===== src/bsc_pkg.sv =====
// Shared constants, types and register codes for the bright spot centroid block.
// Used by every module under src; depends on nothing.
package bsc_pkg;

   localparam int MAX_WIDTH  = 2048;
   localparam int MAX_HEIGHT = 2048;

   localparam int COL_W   = $clog2(MAX_WIDTH);
   localparam int ROW_W   = $clog2(MAX_HEIGHT);
   localparam int WDIM_W  = $clog2(MAX_WIDTH + 1);
   localparam int HDIM_W  = $clog2(MAX_HEIGHT + 1);
   localparam int PIX_W   = $clog2(MAX_WIDTH * MAX_HEIGHT + 1);
   localparam int SUMX_W  = COL_W + PIX_W;
   localparam int SUMY_W  = ROW_W + PIX_W;
   localparam int SUM_W   = (SUMX_W > SUMY_W) ? SUMX_W : SUMY_W;
   localparam int FRAC_W  = 4;
   localparam int DVD_W   = SUM_W + FRAC_W;
   localparam int MAX_DIM = (MAX_WIDTH > MAX_HEIGHT) ? MAX_WIDTH : MAX_HEIGHT;
   localparam int QUO_W   = $clog2(MAX_DIM * (2 ** FRAC_W));
   localparam int STEP_W  = $clog2(QUO_W);

   localparam int CENT_W      = 15;
   localparam int COUNT_OUT_W = 23;
   localparam int COLOR_W     = 8;
   localparam int THR_W       = 8;
   localparam int SIZE_W      = 12;
   localparam int CSR_IDX_W   = 2;
   localparam int CSR_DATA_W  = 12;

   localparam int WEIGHT_W   = 16;
   localparam int PROD_W     = COLOR_W + WEIGHT_W;
   localparam int GSUM_W     = PROD_W + 2;
   localparam int GRAY_SHIFT = 16;

   localparam logic [WEIGHT_W-1:0] WEIGHT_RED   = 16'd19595;
   localparam logic [WEIGHT_W-1:0] WEIGHT_GREEN = 16'd38469;
   localparam logic [WEIGHT_W-1:0] WEIGHT_BLUE  = 16'd7472;

   localparam logic [THR_W-1:0]  THRESHOLD_RESET = 8'd125;
   localparam logic [SIZE_W-1:0] WIDTH_RESET     = 12'd640;
   localparam logic [SIZE_W-1:0] HEIGHT_RESET    = 12'd480;

   localparam logic [CSR_IDX_W-1:0] CSR_GRAY_THRESHOLD = 2'd0;
   localparam logic [CSR_IDX_W-1:0] CSR_FRAME_WIDTH    = 2'd1;
   localparam logic [CSR_IDX_W-1:0] CSR_FRAME_HEIGHT   = 2'd2;

   localparam int QUEUE_DEPTH = 2;
   localparam int QPTR_W      = $clog2(QUEUE_DEPTH);
   localparam int QCNT_W      = $clog2(QUEUE_DEPTH + 1);

   typedef struct packed {
      logic [THR_W-1:0]  gray_threshold;
      logic [SIZE_W-1:0] frame_width;
      logic [SIZE_W-1:0] frame_height;
   } csr_type;

   typedef struct packed {
      logic [SUMX_W-1:0] sum_x;
      logic [SUMY_W-1:0] sum_y;
      logic [PIX_W-1:0]  count;
   } frame_sums_type;

endpackage


===== src/bsc_front.sv =====
// Pixel front end: gray conversion, threshold, raster counters and frame sums.
// Pushes one set of frame totals per frame. Depends on bsc_pkg.
module bsc_front
   import bsc_pkg::*;
(
   input  logic                 clock,
   input  logic                 reset,
   input  csr_type              csr,
   input  logic                 req_valid,
   output logic                 req_ready,
   input  logic [COLOR_W-1:0]   req_red,
   input  logic [COLOR_W-1:0]   req_green,
   input  logic [COLOR_W-1:0]   req_blue,
   output logic                 push_valid,
   input  logic                 push_ready,
   output frame_sums_type       push_data
);

   function automatic logic [WDIM_W-1:0] clamp_width(input logic [SIZE_W-1:0] v);
      logic [WDIM_W-1:0] r;
      if (v == '0) begin
         r = WDIM_W'(1);
      end else if (32'(v) > MAX_WIDTH) begin
         r = WDIM_W'(MAX_WIDTH);
      end else begin
         r = WDIM_W'(v);
      end
      return r;
   endfunction

   function automatic logic [HDIM_W-1:0] clamp_height(input logic [SIZE_W-1:0] v);
      logic [HDIM_W-1:0] r;
      if (v == '0) begin
         r = HDIM_W'(1);
      end else if (32'(v) > MAX_HEIGHT) begin
         r = HDIM_W'(MAX_HEIGHT);
      end else begin
         r = HDIM_W'(v);
      end
      return r;
   endfunction

   logic [COL_W-1:0]  col_ff, col_in;
   logic [ROW_W-1:0]  row_ff, row_in;
   logic              p_vld_ff, p_vld_in;
   logic              p_last_ff, p_last_in;
   logic [COL_W-1:0]  p_col_ff, p_col_in;
   logic [ROW_W-1:0]  p_row_ff, p_row_in;
   logic [PROD_W-1:0] prod_r_ff, prod_r_in;
   logic [PROD_W-1:0] prod_g_ff, prod_g_in;
   logic [PROD_W-1:0] prod_b_ff, prod_b_in;
   logic [SUMX_W-1:0] sum_x_ff, sum_x_in;
   logic [SUMY_W-1:0] sum_y_ff, sum_y_in;
   logic [PIX_W-1:0]  cnt_ff, cnt_in;

   logic [WDIM_W-1:0]  w_use;
   logic [HDIM_W-1:0]  h_use;
   logic               col_end, row_end, accept, advance, bright;
   logic [GSUM_W-1:0]  gray_sum;
   logic [COLOR_W-1:0] gray;
   logic [SUMX_W-1:0]  sx_next;
   logic [SUMY_W-1:0]  sy_next;
   logic [PIX_W-1:0]   cnt_next;

   always_comb begin
      w_use   = clamp_width(csr.frame_width);
      h_use   = clamp_height(csr.frame_height);
      col_end = (WDIM_W'(col_ff) + WDIM_W'(1)) >= w_use;
      row_end = (HDIM_W'(row_ff) + HDIM_W'(1)) >= h_use;

      advance   = p_vld_ff & (~p_last_ff | push_ready);
      req_ready = ~p_vld_ff | advance;
      accept    = req_valid & req_ready;

      gray_sum = GSUM_W'(prod_r_ff) + GSUM_W'(prod_g_ff) + GSUM_W'(prod_b_ff);
      gray     = COLOR_W'(gray_sum >> GRAY_SHIFT);
      bright   = gray > csr.gray_threshold;
      sx_next  = sum_x_ff + (bright ? SUMX_W'(p_col_ff) : '0);
      sy_next  = sum_y_ff + (bright ? SUMY_W'(p_row_ff) : '0);
      cnt_next = cnt_ff + (bright ? PIX_W'(1) : '0);

      push_valid      = p_vld_ff & p_last_ff;
      push_data.sum_x = sx_next;
      push_data.sum_y = sy_next;
      push_data.count = cnt_next;

      col_in = col_ff;
      row_in = row_ff;
      if (accept) begin
         if (col_end) begin
            col_in = '0;
            row_in = row_end ? '0 : row_ff + ROW_W'(1);
         end else begin
            col_in = col_ff + COL_W'(1);
         end
      end

      p_vld_in  = accept ? 1'b1 : (advance ? 1'b0 : p_vld_ff);
      p_last_in = p_last_ff;
      p_col_in  = p_col_ff;
      p_row_in  = p_row_ff;
      prod_r_in = prod_r_ff;
      prod_g_in = prod_g_ff;
      prod_b_in = prod_b_ff;
      if (accept) begin
         p_last_in = col_end & row_end;
         p_col_in  = col_ff;
         p_row_in  = row_ff;
         prod_r_in = PROD_W'(req_red) * PROD_W'(WEIGHT_RED);
         prod_g_in = PROD_W'(req_green) * PROD_W'(WEIGHT_GREEN);
         prod_b_in = PROD_W'(req_blue) * PROD_W'(WEIGHT_BLUE);
      end

      sum_x_in = sum_x_ff;
      sum_y_in = sum_y_ff;
      cnt_in   = cnt_ff;
      if (advance) begin
         if (p_last_ff) begin
            sum_x_in = '0;
            sum_y_in = '0;
            cnt_in   = '0;
         end else begin
            sum_x_in = sx_next;
            sum_y_in = sy_next;
            cnt_in   = cnt_next;
         end
      end
   end

   always_ff @(posedge clock) begin
      if (reset) begin
         col_ff   <= '0;
         row_ff   <= '0;
         p_vld_ff <= 1'b0;
         sum_x_ff <= '0;
         sum_y_ff <= '0;
         cnt_ff   <= '0;
      end else begin
         col_ff   <= col_in;
         row_ff   <= row_in;
         p_vld_ff <= p_vld_in;
         sum_x_ff <= sum_x_in;
         sum_y_ff <= sum_y_in;
         cnt_ff   <= cnt_in;
      end
   end

   always_ff @(posedge clock) begin
      p_last_ff <= p_last_in;
      p_col_ff  <= p_col_in;
      p_row_ff  <= p_row_in;
      prod_r_ff <= prod_r_in;
      prod_g_ff <= prod_g_in;
      prod_b_ff <= prod_b_in;
   end

endmodule


===== src/bsc_queue.sv =====
// Short queue of frame totals between the pixel front end and the divider.
// Depends on bsc_pkg.
module bsc_queue
   import bsc_pkg::*;
(
   input  logic           clock,
   input  logic           reset,
   input  logic           wr_valid,
   output logic           wr_ready,
   input  frame_sums_type wr_data,
   output logic           rd_valid,
   input  logic           rd_ready,
   output frame_sums_type rd_data
);

   frame_sums_type    entry_ff [QUEUE_DEPTH];
   logic [QPTR_W-1:0] wr_ptr_ff, wr_ptr_in;
   logic [QPTR_W-1:0] rd_ptr_ff, rd_ptr_in;
   logic [QCNT_W-1:0] fill_ff, fill_in;
   logic              push, pop;

   function automatic logic [QPTR_W-1:0] next_ptr(input logic [QPTR_W-1:0] p);
      logic [QPTR_W-1:0] r;
      if (32'(p) == QUEUE_DEPTH - 1) begin
         r = '0;
      end else begin
         r = p + QPTR_W'(1);
      end
      return r;
   endfunction

   always_comb begin
      wr_ready  = 32'(fill_ff) != QUEUE_DEPTH;
      rd_valid  = fill_ff != '0;
      rd_data   = entry_ff[rd_ptr_ff];
      push      = wr_valid & wr_ready;
      pop       = rd_valid & rd_ready;
      wr_ptr_in = push ? next_ptr(wr_ptr_ff) : wr_ptr_ff;
      rd_ptr_in = pop ? next_ptr(rd_ptr_ff) : rd_ptr_ff;
      fill_in   = fill_ff + QCNT_W'(push) - QCNT_W'(pop);
   end

   always_ff @(posedge clock) begin
      if (reset) begin
         wr_ptr_ff <= '0;
         rd_ptr_ff <= '0;
         fill_ff   <= '0;
      end else begin
         wr_ptr_ff <= wr_ptr_in;
         rd_ptr_ff <= rd_ptr_in;
         fill_ff   <= fill_in;
      end
   end

   always_ff @(posedge clock) begin
      if (push) begin
         entry_ff[wr_ptr_ff] <= wr_data;
      end
   end

endmodule


===== src/bsc_back.sv =====
// Back end: one restoring divider, shared by both axes, and the result register.
// Takes frame totals from bsc_queue. Depends on bsc_pkg.
module bsc_back
   import bsc_pkg::*;
(
   input  logic                   clock,
   input  logic                   reset,
   input  logic                   pop_valid,
   output logic                   pop_ready,
   input  frame_sums_type         pop_data,
   output logic                   rsp_valid,
   input  logic                   rsp_ready,
   output logic [CENT_W-1:0]      rsp_centroid_x,
   output logic [CENT_W-1:0]      rsp_centroid_y,
   output logic [COUNT_OUT_W-1:0] rsp_bright_count,
   output logic                   rsp_spot_found
);

   typedef enum logic [3:0] {
      ST_IDLE   = 4'b0001,
      ST_DIV_X  = 4'b0010,
      ST_DIV_Y  = 4'b0100,
      ST_RESULT = 4'b1000
   } back_state_type;

   back_state_type    state_ff, state_in;
   logic [STEP_W-1:0] step_ff, step_in;
   logic [PIX_W-1:0]  rem_ff, rem_in;
   logic [QUO_W-1:0]  quo_ff, quo_in;
   logic [PIX_W-1:0]  count_ff, count_in;
   logic [SUMY_W-1:0] sum_y_ff, sum_y_in;
   logic [CENT_W-1:0] cx_ff, cx_in;
   logic [CENT_W-1:0] cy_ff, cy_in;

   logic [PIX_W:0]    trial;
   logic              ge;
   logic [PIX_W-1:0]  rem_step;
   logic [QUO_W-1:0]  quo_step;
   logic              last_step;
   logic [DVD_W-1:0]  dvd_x, dvd_y;

   always_comb begin
      trial     = {rem_ff, quo_ff[QUO_W-1]};
      ge        = trial >= {1'b0, count_ff};
      rem_step  = ge ? PIX_W'(trial - {1'b0, count_ff}) : trial[PIX_W-1:0];
      quo_step  = {quo_ff[QUO_W-2:0], ge};
      last_step = step_ff == STEP_W'(QUO_W - 1);
      dvd_x     = DVD_W'(pop_data.sum_x) << FRAC_W;
      dvd_y     = DVD_W'(sum_y_ff) << FRAC_W;

      pop_ready = state_ff == ST_IDLE;
      rsp_valid = state_ff == ST_RESULT;

      state_in = state_ff;
      step_in  = step_ff;
      rem_in   = rem_ff;
      quo_in   = quo_ff;
      count_in = count_ff;
      sum_y_in = sum_y_ff;
      cx_in    = cx_ff;
      cy_in    = cy_ff;

      unique case (state_ff)
         ST_IDLE: begin
            if (pop_valid) begin
               count_in = pop_data.count;
               sum_y_in = pop_data.sum_y;
               rem_in   = PIX_W'(dvd_x >> QUO_W);
               quo_in   = dvd_x[QUO_W-1:0];
               step_in  = '0;
               if (pop_data.count == '0) begin
                  cx_in    = '0;
                  cy_in    = '0;
                  state_in = ST_RESULT;
               end else begin
                  state_in = ST_DIV_X;
               end
            end
         end
         ST_DIV_X: begin
            rem_in  = rem_step;
            quo_in  = quo_step;
            step_in = step_ff + STEP_W'(1);
            if (last_step) begin
               cx_in    = CENT_W'(quo_step);
               rem_in   = PIX_W'(dvd_y >> QUO_W);
               quo_in   = dvd_y[QUO_W-1:0];
               step_in  = '0;
               state_in = ST_DIV_Y;
            end
         end
         ST_DIV_Y: begin
            rem_in  = rem_step;
            quo_in  = quo_step;
            step_in = step_ff + STEP_W'(1);
            if (last_step) begin
               cy_in    = CENT_W'(quo_step);
               step_in  = '0;
               state_in = ST_RESULT;
            end
         end
         ST_RESULT: begin
            if (rsp_ready) begin
               state_in = ST_IDLE;
            end
         end
         default: begin
            state_in = ST_IDLE;
         end
      endcase

      rsp_centroid_x   = cx_ff;
      rsp_centroid_y   = cy_ff;
      rsp_bright_count = COUNT_OUT_W'(count_ff);
      rsp_spot_found   = count_ff != '0;
   end

   always_ff @(posedge clock) begin
      if (reset) begin
         state_ff <= ST_IDLE;
         step_ff  <= '0;
      end else begin
         state_ff <= state_in;
         step_ff  <= step_in;
      end
   end

   always_ff @(posedge clock) begin
      rem_ff   <= rem_in;
      quo_ff   <= quo_in;
      count_ff <= count_in;
      sum_y_ff <= sum_y_in;
      cx_ff    <= cx_in;
      cy_ff    <= cy_in;
   end

endmodule


===== src/bright_spot_centroid.sv =====
// Top level of the bright spot centroid block: control registers and the
// front end, queue and divider. Depends on bsc_pkg, bsc_front, bsc_queue, bsc_back.
//
//   channel   direction  handshake              payload
//   req_      in         req_valid/req_ready    red, green, blue
//   rsp_      out        rsp_valid/rsp_ready    centroid_x, centroid_y, bright_count,
//                                               spot_found
//   csr_      in         csr_valid/csr_ready    csr_index, csr_data
//
// Pixels enter at one per clock except while the front end stalls; the front end is a two-stage pipeline.
// Each frame's totals wait in a two-entry queue; the shared divider loads a
// frame's totals while idle, divides for x and then for y, and holds the result
// until it is taken, so it takes new totals only after the last result is taken.
// The front end stalls only on a frame's last pixel with the queue full.
// Reset restores the register defaults and clears counters and sums.
module bright_spot_centroid
   import bsc_pkg::*;
(
   input  logic                   clock,
   input  logic                   reset,
   input  logic                   req_valid,
   output logic                   req_ready,
   input  logic [COLOR_W-1:0]     req_red,
   input  logic [COLOR_W-1:0]     req_green,
   input  logic [COLOR_W-1:0]     req_blue,
   output logic                   rsp_valid,
   input  logic                   rsp_ready,
   output logic [CENT_W-1:0]      rsp_centroid_x,
   output logic [CENT_W-1:0]      rsp_centroid_y,
   output logic [COUNT_OUT_W-1:0] rsp_bright_count,
   output logic                   rsp_spot_found,
   input  logic                   csr_valid,
   output logic                   csr_ready,
   input  logic [CSR_IDX_W-1:0]   csr_index,
   input  logic [CSR_DATA_W-1:0]  csr_data
);

   csr_type        csr_ff, csr_in;
   logic           push_valid, push_ready;
   frame_sums_type push_data;
   logic           pop_valid, pop_ready;
   frame_sums_type pop_data;

   always_comb begin
      csr_ready = 1'b1;
      csr_in    = csr_ff;
      if (csr_valid) begin
         unique case (csr_index)
            CSR_GRAY_THRESHOLD: csr_in.gray_threshold = csr_data[THR_W-1:0];
            CSR_FRAME_WIDTH:    csr_in.frame_width    = SIZE_W'(csr_data);
            CSR_FRAME_HEIGHT:   csr_in.frame_height   = SIZE_W'(csr_data);
            default: begin
               csr_in = csr_ff;
            end
         endcase
      end
   end

   always_ff @(posedge clock) begin
      if (reset) begin
         csr_ff.gray_threshold <= THRESHOLD_RESET;
         csr_ff.frame_width    <= WIDTH_RESET;
         csr_ff.frame_height   <= HEIGHT_RESET;
      end else begin
         csr_ff <= csr_in;
      end
   end

   bsc_front u_front (
      .clock      (clock),
      .reset      (reset),
      .csr        (csr_ff),
      .req_valid  (req_valid),
      .req_ready  (req_ready),
      .req_red    (req_red),
      .req_green  (req_green),
      .req_blue   (req_blue),
      .push_valid (push_valid),
      .push_ready (push_ready),
      .push_data  (push_data)
   );

   bsc_queue u_queue (
      .clock    (clock),
      .reset    (reset),
      .wr_valid (push_valid),
      .wr_ready (push_ready),
      .wr_data  (push_data),
      .rd_valid (pop_valid),
      .rd_ready (pop_ready),
      .rd_data  (pop_data)
   );

   bsc_back u_back (
      .clock            (clock),
      .reset            (reset),
      .pop_valid        (pop_valid),
      .pop_ready        (pop_ready),
      .pop_data         (pop_data),
      .rsp_valid        (rsp_valid),
      .rsp_ready        (rsp_ready),
      .rsp_centroid_x   (rsp_centroid_x),
      .rsp_centroid_y   (rsp_centroid_y),
      .rsp_bright_count (rsp_bright_count),
      .rsp_spot_found   (rsp_spot_found)
   );

endmodule

===== config.mk =====
export PLATFORM = sky130hd
export DESIGN_NAME = bright_spot_centroid
export DESIGN_NICKNAME = d
export VERILOG_FILES = /design/src/bsc_pkg.sv /design/src/bsc_front.sv /design/src/bsc_queue.sv /design/src/bsc_back.sv /design/src/bright_spot_centroid.sv
export SDC_FILE = /design/constraint.sdc
export NUM_CORES = 1
export LEC_CHECK = 0
export BUFFER_PORTS_ARGS = -buffer_cell sky130_fd_sc_hd__buf_4
export CORE_ASPECT_RATIO = 1.5
export CORE_MARGIN = 2
export CORE_UTILIZATION = 45
export CTS_CLUSTER_SIZE = 12
export DETAILED_ROUTE_END_ITERATION = 7
export GPL_ROUTABILITY_DRIVEN = 0
export SLEW_MARGIN = 20
export SYNTH_ARGS = -nofsm -noshare
export SYNTH_HDL_FRONTEND = slang
export SYNTH_SLANG_ARGS = --single-unit

===== constraint.sdc =====
create_clock -name clock -period 6.59 [get_ports clock]
set_input_delay 1.6475 -clock clock [delete_from_list [all_inputs] [get_ports clock]]
set_output_delay 1.6475 -clock clock [all_outputs]
set_load 0.02 [all_outputs]

After elaboration in Yosys (flattened, before gate mapping)

Memory sizes are Yosys's and may differ from the RTL's. A register that Yosys moved wholly into a read port is not among the register bits.
Index checks and enable logic that the tools add are counted.

Logic and storage cells: 137
Latch bits: 0
Memory bits (writable): 182
Memories kept: 1
Output and inout bits: 57
Input port bits: 43
Register bits after elaboration: 370
ROM bits: 0

Muxes and demuxes: 41
Add/sub/neg operators: 15
Shifts and indexed selects: 0
Reductions and logical operators: 22
Bitwise operators: 10
Divide/modulo/power cells: 0
Multipliers: 3
Magnitude comparators: 6
Eq/ne operators: 13

Memory list:

| memory           | words | bits a word | read ports | clocked after memory_dff | write ports | line            | text |
|---|---|---|---|---|---|---|---|
| u_queue.entry_ff | 2     | 91          | 1          | 1                        | 1           | bsc_queue.sv:16 | `frame_sums_type entry_ff [QUEUE_DEPTH];` |

Operators by type and width:

| operator                | number |
|---|---|
| $mux W23                | 4 |
| $mux W15                | 5 |
| $pmux W23 S3            | 1 |
| $add A34 B34 Y34        | 2 |
| $mux W34                | 2 |
| $pmux W15 S2            | 2 |
| $mux W12                | 4 |
| $pmux W15 S3            | 1 |
| $mux W11                | 4 |
| $mux W4                 | 7 |
| $add A11 B1 Y12 const B | 2 |
| $add A23 B24 Y24        | 1 |
| $add A24 B21 Y24        | 1 |
| $ge A12 B12 Y1          | 2 |
| $ge A24 B23 Y1          | 1 |
| $gt A12 B12 Y1 const B  | 2 |
| $logic_not A12 Y1       | 2 |
| $mul A8 B16 Y24 const B | 1 |
| $add A23 B23 Y23        | 1 |
| $logic_not A23 Y1       | 1 |
| $mul A8 B15 Y23 const B | 1 |
| $reduce_bool A23 Y1     | 1 |
| $sub A23 B23 Y23        | 1 |
| $add A11 B1 Y11 const B | 2 |
| other kinds (26)        | 59 |

Longest topological paths before layout

Depth after elaboration: 6
Depth in mapped cells: 31
Mapped depth without buffers: 30

Modules after synthesis

A second synthesis with hierarchy kept.

Cell total of the unflattened synthesis: 2892
Area, all modules: 32426.1 um^2

By module, submodules not included:

| module               | area each (um^2) | cells an instance | times used | seq. area each (um^2) |
|---|---|---|---|---|
| bsc_front            | 17500.5          | 1888              | 1          | 4894.7 |
| bsc_queue            | 6820.3           | 312               | 1          | 5565.3 |
| bsc_back             | 6747.7           | 558               | 1          | 3913.8 |
| bright_spot_centroid | 1357.6           | 134               | 1          | 640.6 |

Worst setup path after synthesis

No wires, ideal clock.

Path kind: register to register
Start: reg u_front.prod_b_ff[14]
End: mem u_queue.entry_ff[0][54] (netlist name) (data pin)
Arrival: 5.794 ns
Slack: 0.534 ns
Buffers on the path: 1
Library setup time: 0.263 ns
Period minus slack after synthesis: 6.056 ns
Data required time: 6.327 ns
Cell stages (with the launch flop): 30
Cells stage by stage: edfxtp_1 fa_1 ha_1 o21ai_1 a21oi_1 nand2_1 a211oi_1 a21oi_1 a2111oi_0 o21a_1 nor2_1 o21bai_1 xnor2_1 ha_1 nand4_1 o21bai_1 a22oi_1 clkbuf_1 and2_1 ha_1 a21o_1 a21oi_1 o21bai_1 a21oi_1 o21bai_1 a21oi_1 o21ai_1 nor4b_2 nand3_1 xnor2_1

RTL lines:

| item                   | line             | text |
|---|---|---|
| start, declared        | bsc_front.sv:51  | `logic [PROD_W-1:0] prod_b_ff, prod_b_in;` |
| start signal, assigned | bsc_front.sv:154 | `prod_b_ff <= prod_b_in;` |
| end, declared          | bsc_queue.sv:16  |  |

Worst setup path after layout

Start: reg u_front.prod_g_ff[13]
End: reg u_front.sum_x_ff[32]

Longest elaborated chain between the ends: 6

Ends and longest elaborated chain:

| item                   | line             | text |
|---|---|---|
| start, declared        | bsc_front.sv:50  | `logic [PROD_W-1:0] prod_g_ff, prod_g_in;` |
| start signal, assigned | bsc_front.sv:153 | `prod_g_ff <= prod_g_in;` |
| $add A23 B24 Y24       | bsc_front.sv:75  | `gray_sum = GSUM_W'(prod_r_ff) + GSUM_W'(prod_g_ff) + GSUM_W'(prod_b_ff);` |
| $add A24 B21 Y24       | bsc_front.sv:75  |  |
| $gt A8 B8 Y1           | bsc_front.sv:77  | `bright = gray > csr.gray_threshold;` |
| $mux W11               | bsc_front.sv:78  | `sx_next = sum_x_ff + (bright ? SUMX_W'(p_col_ff) : '0);` |
| $add A34 B34 Y34       | bsc_front.sv:78  |  |
| $mux W34               | bsc_front.sv:118 | `if (p_last_ff) begin` |
| end signal, assigned   | bsc_front.sv:142 | `sum_x_ff <= sum_x_in;` |
| end, declared          | bsc_front.sv:52  | `logic [SUMX_W-1:0] sum_x_ff, sum_x_in;` |

No other way between the ends.
A chain may end at the register's enable or synchronous reset.

==> metrics.txt <==
Starting Density 0.453; fmax 0.158 GHz; clk_lat worst skew 0.60 ns; H-tree Lvls 2; clk slew on worst S/H paths 0.06 ns; Worst Tran Pin Value 1.13 ns; CTS Root Cell clkbuf_16; Mapped Area 30,700 um2; post-route ant nets 0; slowest CP cell fa_1; Fin. Hold Viols 0; startpoint types flop; library cells used by synthesis 80; Finish-stage setup viols 0; antenna cells 0; Max rail drop VDD 0.284 mV; Die Width 217 um; TritonCTS clock tree built; crit path kind flop to flop; most common cell after layout, fill and taps aside edfxtp_1; vias 20,659; final worst slack 0.272 ns; post-synthesis sequential area ratio 0.490; area grow syn2layout 13.7%; Synth Flop Type edfxtp_1; commonest non-fill, non-tap cells in the layout 394 x edfxtp_1, 275 x ha_1, 208 x nand2_1; FF+latch count, synth 553; CP Buf/Inv Count 3; Post-Route WL 70,300 um; crit path DAT 6.85 ns; Max Cap Viol 0; Max transition margin 0.249; Util after Layout 0.515; synthesized area per cell 11.3 um2; dpl hpwl 52,000 um; Buffers on Ports 98; per-cell routed wire length 18.4 um; crit path max fanout 7; Hold Path Class flop to flop; Clock Sinks 553; Die Footprint 70,300 um2; area leader, netlist edfxtp_1; synth warn 0; pin count of the biggest net entering global routing 76; Post-synth ARST share 0; skew final 0.0275 ns; first-pass iteration count of the detailed router 5; fin cells 3,818; WHS 0.463 ns; EDFF count, synth 394; Multi-input gate area 14,900 um2; vias per cell 5.41; Final period util 0.959; status completed; max-slew violation count 0; CP Capture Type flop; # fillers 6,035; cell row count 117; Longest Clk Path Bufs 3; Final Critical Period 6.32 ns; Pwr Density 384 nW/um2; drt drc 0; Die Span Y 324 um; register area 15,000 um2; dpl cells 3,709; CP most frequent cell a21oi_2; DP Worst Slack -0.170 ns; Num CTS Buffers 53; core area 67,600 um2; Leak 14.2 nW; top cell type's share of synthesized area 0.386; layout cells sized above 1 0.136; gr usage total 0.200; Req. time, crit path 7.12 ns; Net Count, Synth 3,114; initial antenna violation count 1; RSZ-0062 raised after global routing true; IO Pins 100; vias in the first global route 21,266; Layout Nets 3,276; global-route wire length before repair 112,000 um; CP peak stage delay 0.51 ns; Post-Synthesis Cells 2,721; total gr overflow 0; starting DRC count in detailed routing 1,173; Synth area leaders edfxtp_1 39%, ha_1 11%, dfxtp_1 10%; delay-heaviest family, CP compound AO/OA/AOI/OAI gates
[flip-flops by register name, indices dropped and copies added (netlist names), 17 cells and up, named ones only]
signal and count:
u_queue.entry_ff 182, u_back.sum_y_ff 34, u_front.sum_x_ff 34, u_front.sum_y_ff 34
csr_ff 32, u_front.prod_g_ff 24, u_back.rem_ff 23, u_back.rsp_bright_count 23
u_front.cnt_ff 23, u_front.prod_r_ff 23, u_front.prod_b_ff 17
[cell families (layout without fill, tap and decap cells)]
group,Yosys count,in the layout,synth area share
other,1,1,0.000122
flip-flops,553,553,0.490
AO/OA/AOI/OAI,540,540,0.112
AND/OR/NAND/NOR,705,705,0.114
multiplexers,107,107,0.0374
adder cells (fa/ha/maj),350,350,0.160
buffers and inverters,288,493,0.0357
XOR/XNOR,177,177,0.0506
[cell type report]
type,instances,share of cell area
multi-input cells,1880,0.427
clock inverters,6,0.00230
well taps,892,0.0320
repair buffers,195,0.0428
clock buffers,92,0.0431
flip-flops and latches,553,0.431
inverters,200,0.0216
[power breakdown]
group / switching (mW) / internal [mW] / leakage (nW)
Sequential: 0.380 / 4.47 / 5.00
Combinational: 3.22 / 2.48 / 8.43
Clock: 1.26 / 1.58 / 0.755
Total: 4.86 / 8.53 / 14.2
[cell usage after synthesis (44+ instances only)]
master    instances
inv_1           200
nand3_1          50
a21oi_1         175
a21o_1           44
nand2_1         211
edfxtp_1        394
o21ai_0          78
nor2_1          159
fa_1             70
xor2_1           63
xnor2_1         114
dfxtp_1         159
mux2_2           54
mux2i_1          49
and2_1           63
ha_1            280
clkbuf_1         73
[tightest hold or removal path: cells and delay by family, from the launching register on]
kind / cells / cell delay [ns]
compound gates: 1 / 0.05
simple gates: 1 / 0.05
flops: 1 / 0.31
[layer usage]
layer,vias up,GRT usage,part of all wire
met4,2,0.0723,0.031
met5,-,0,0.00023
met3,134,0.0218,0.031
met2,391,0.386,0.54
li1,10161,-,-
met1,9971,0.226,0.40
[path summary, 6_finish.rpt]
| path | startpoint | depth (start not counted) | endpoint | slack, ns |
|---|---|---|---|---|
| min | csr_ff[0] | 2 | csr_ff[0] | 0.46 |
| max | u_front.prod_g_ff[13] | 32 | u_front.sum_x_ff[32] | 0.27 |
| min reg2reg | csr_ff[0] | 2 | csr_ff[0] | 0.46 |
| max reg2reg | u_front.prod_g_ff[13] | 32 | u_front.sum_x_ff[32] | 0.27 |
[timing repair]
action                                  4_1_cts  5_1_grt
hold buffers                                  0        0
hold endpoints to repair                      0        0
pin swaps                                     1       32
gates cloned                                  0        1
setup buffers                                 2        8
resized for setup                             6       63
endpoints found under the setup margin       72      154
[through the flow]
| step | area [um2] | total power, mW | setup TNS [ns] |
|---|---|---|---|
| 4_1_cts | 34500 | 13.2 | 0 |
| 6_report | 34900 | 13.4 | 0 |
| 5_1_grt | 34900 | 14.3 | -0.791 |
| 3_3_place_gp | 32900 | 10.1 | -2.66 |
| 2_1_floorplan | 30700 | 8.53 | 0 |
| 3_5_place_dp | 32900 | 10.3 | -3.72 |
Power figures use the tool's default switching activity.
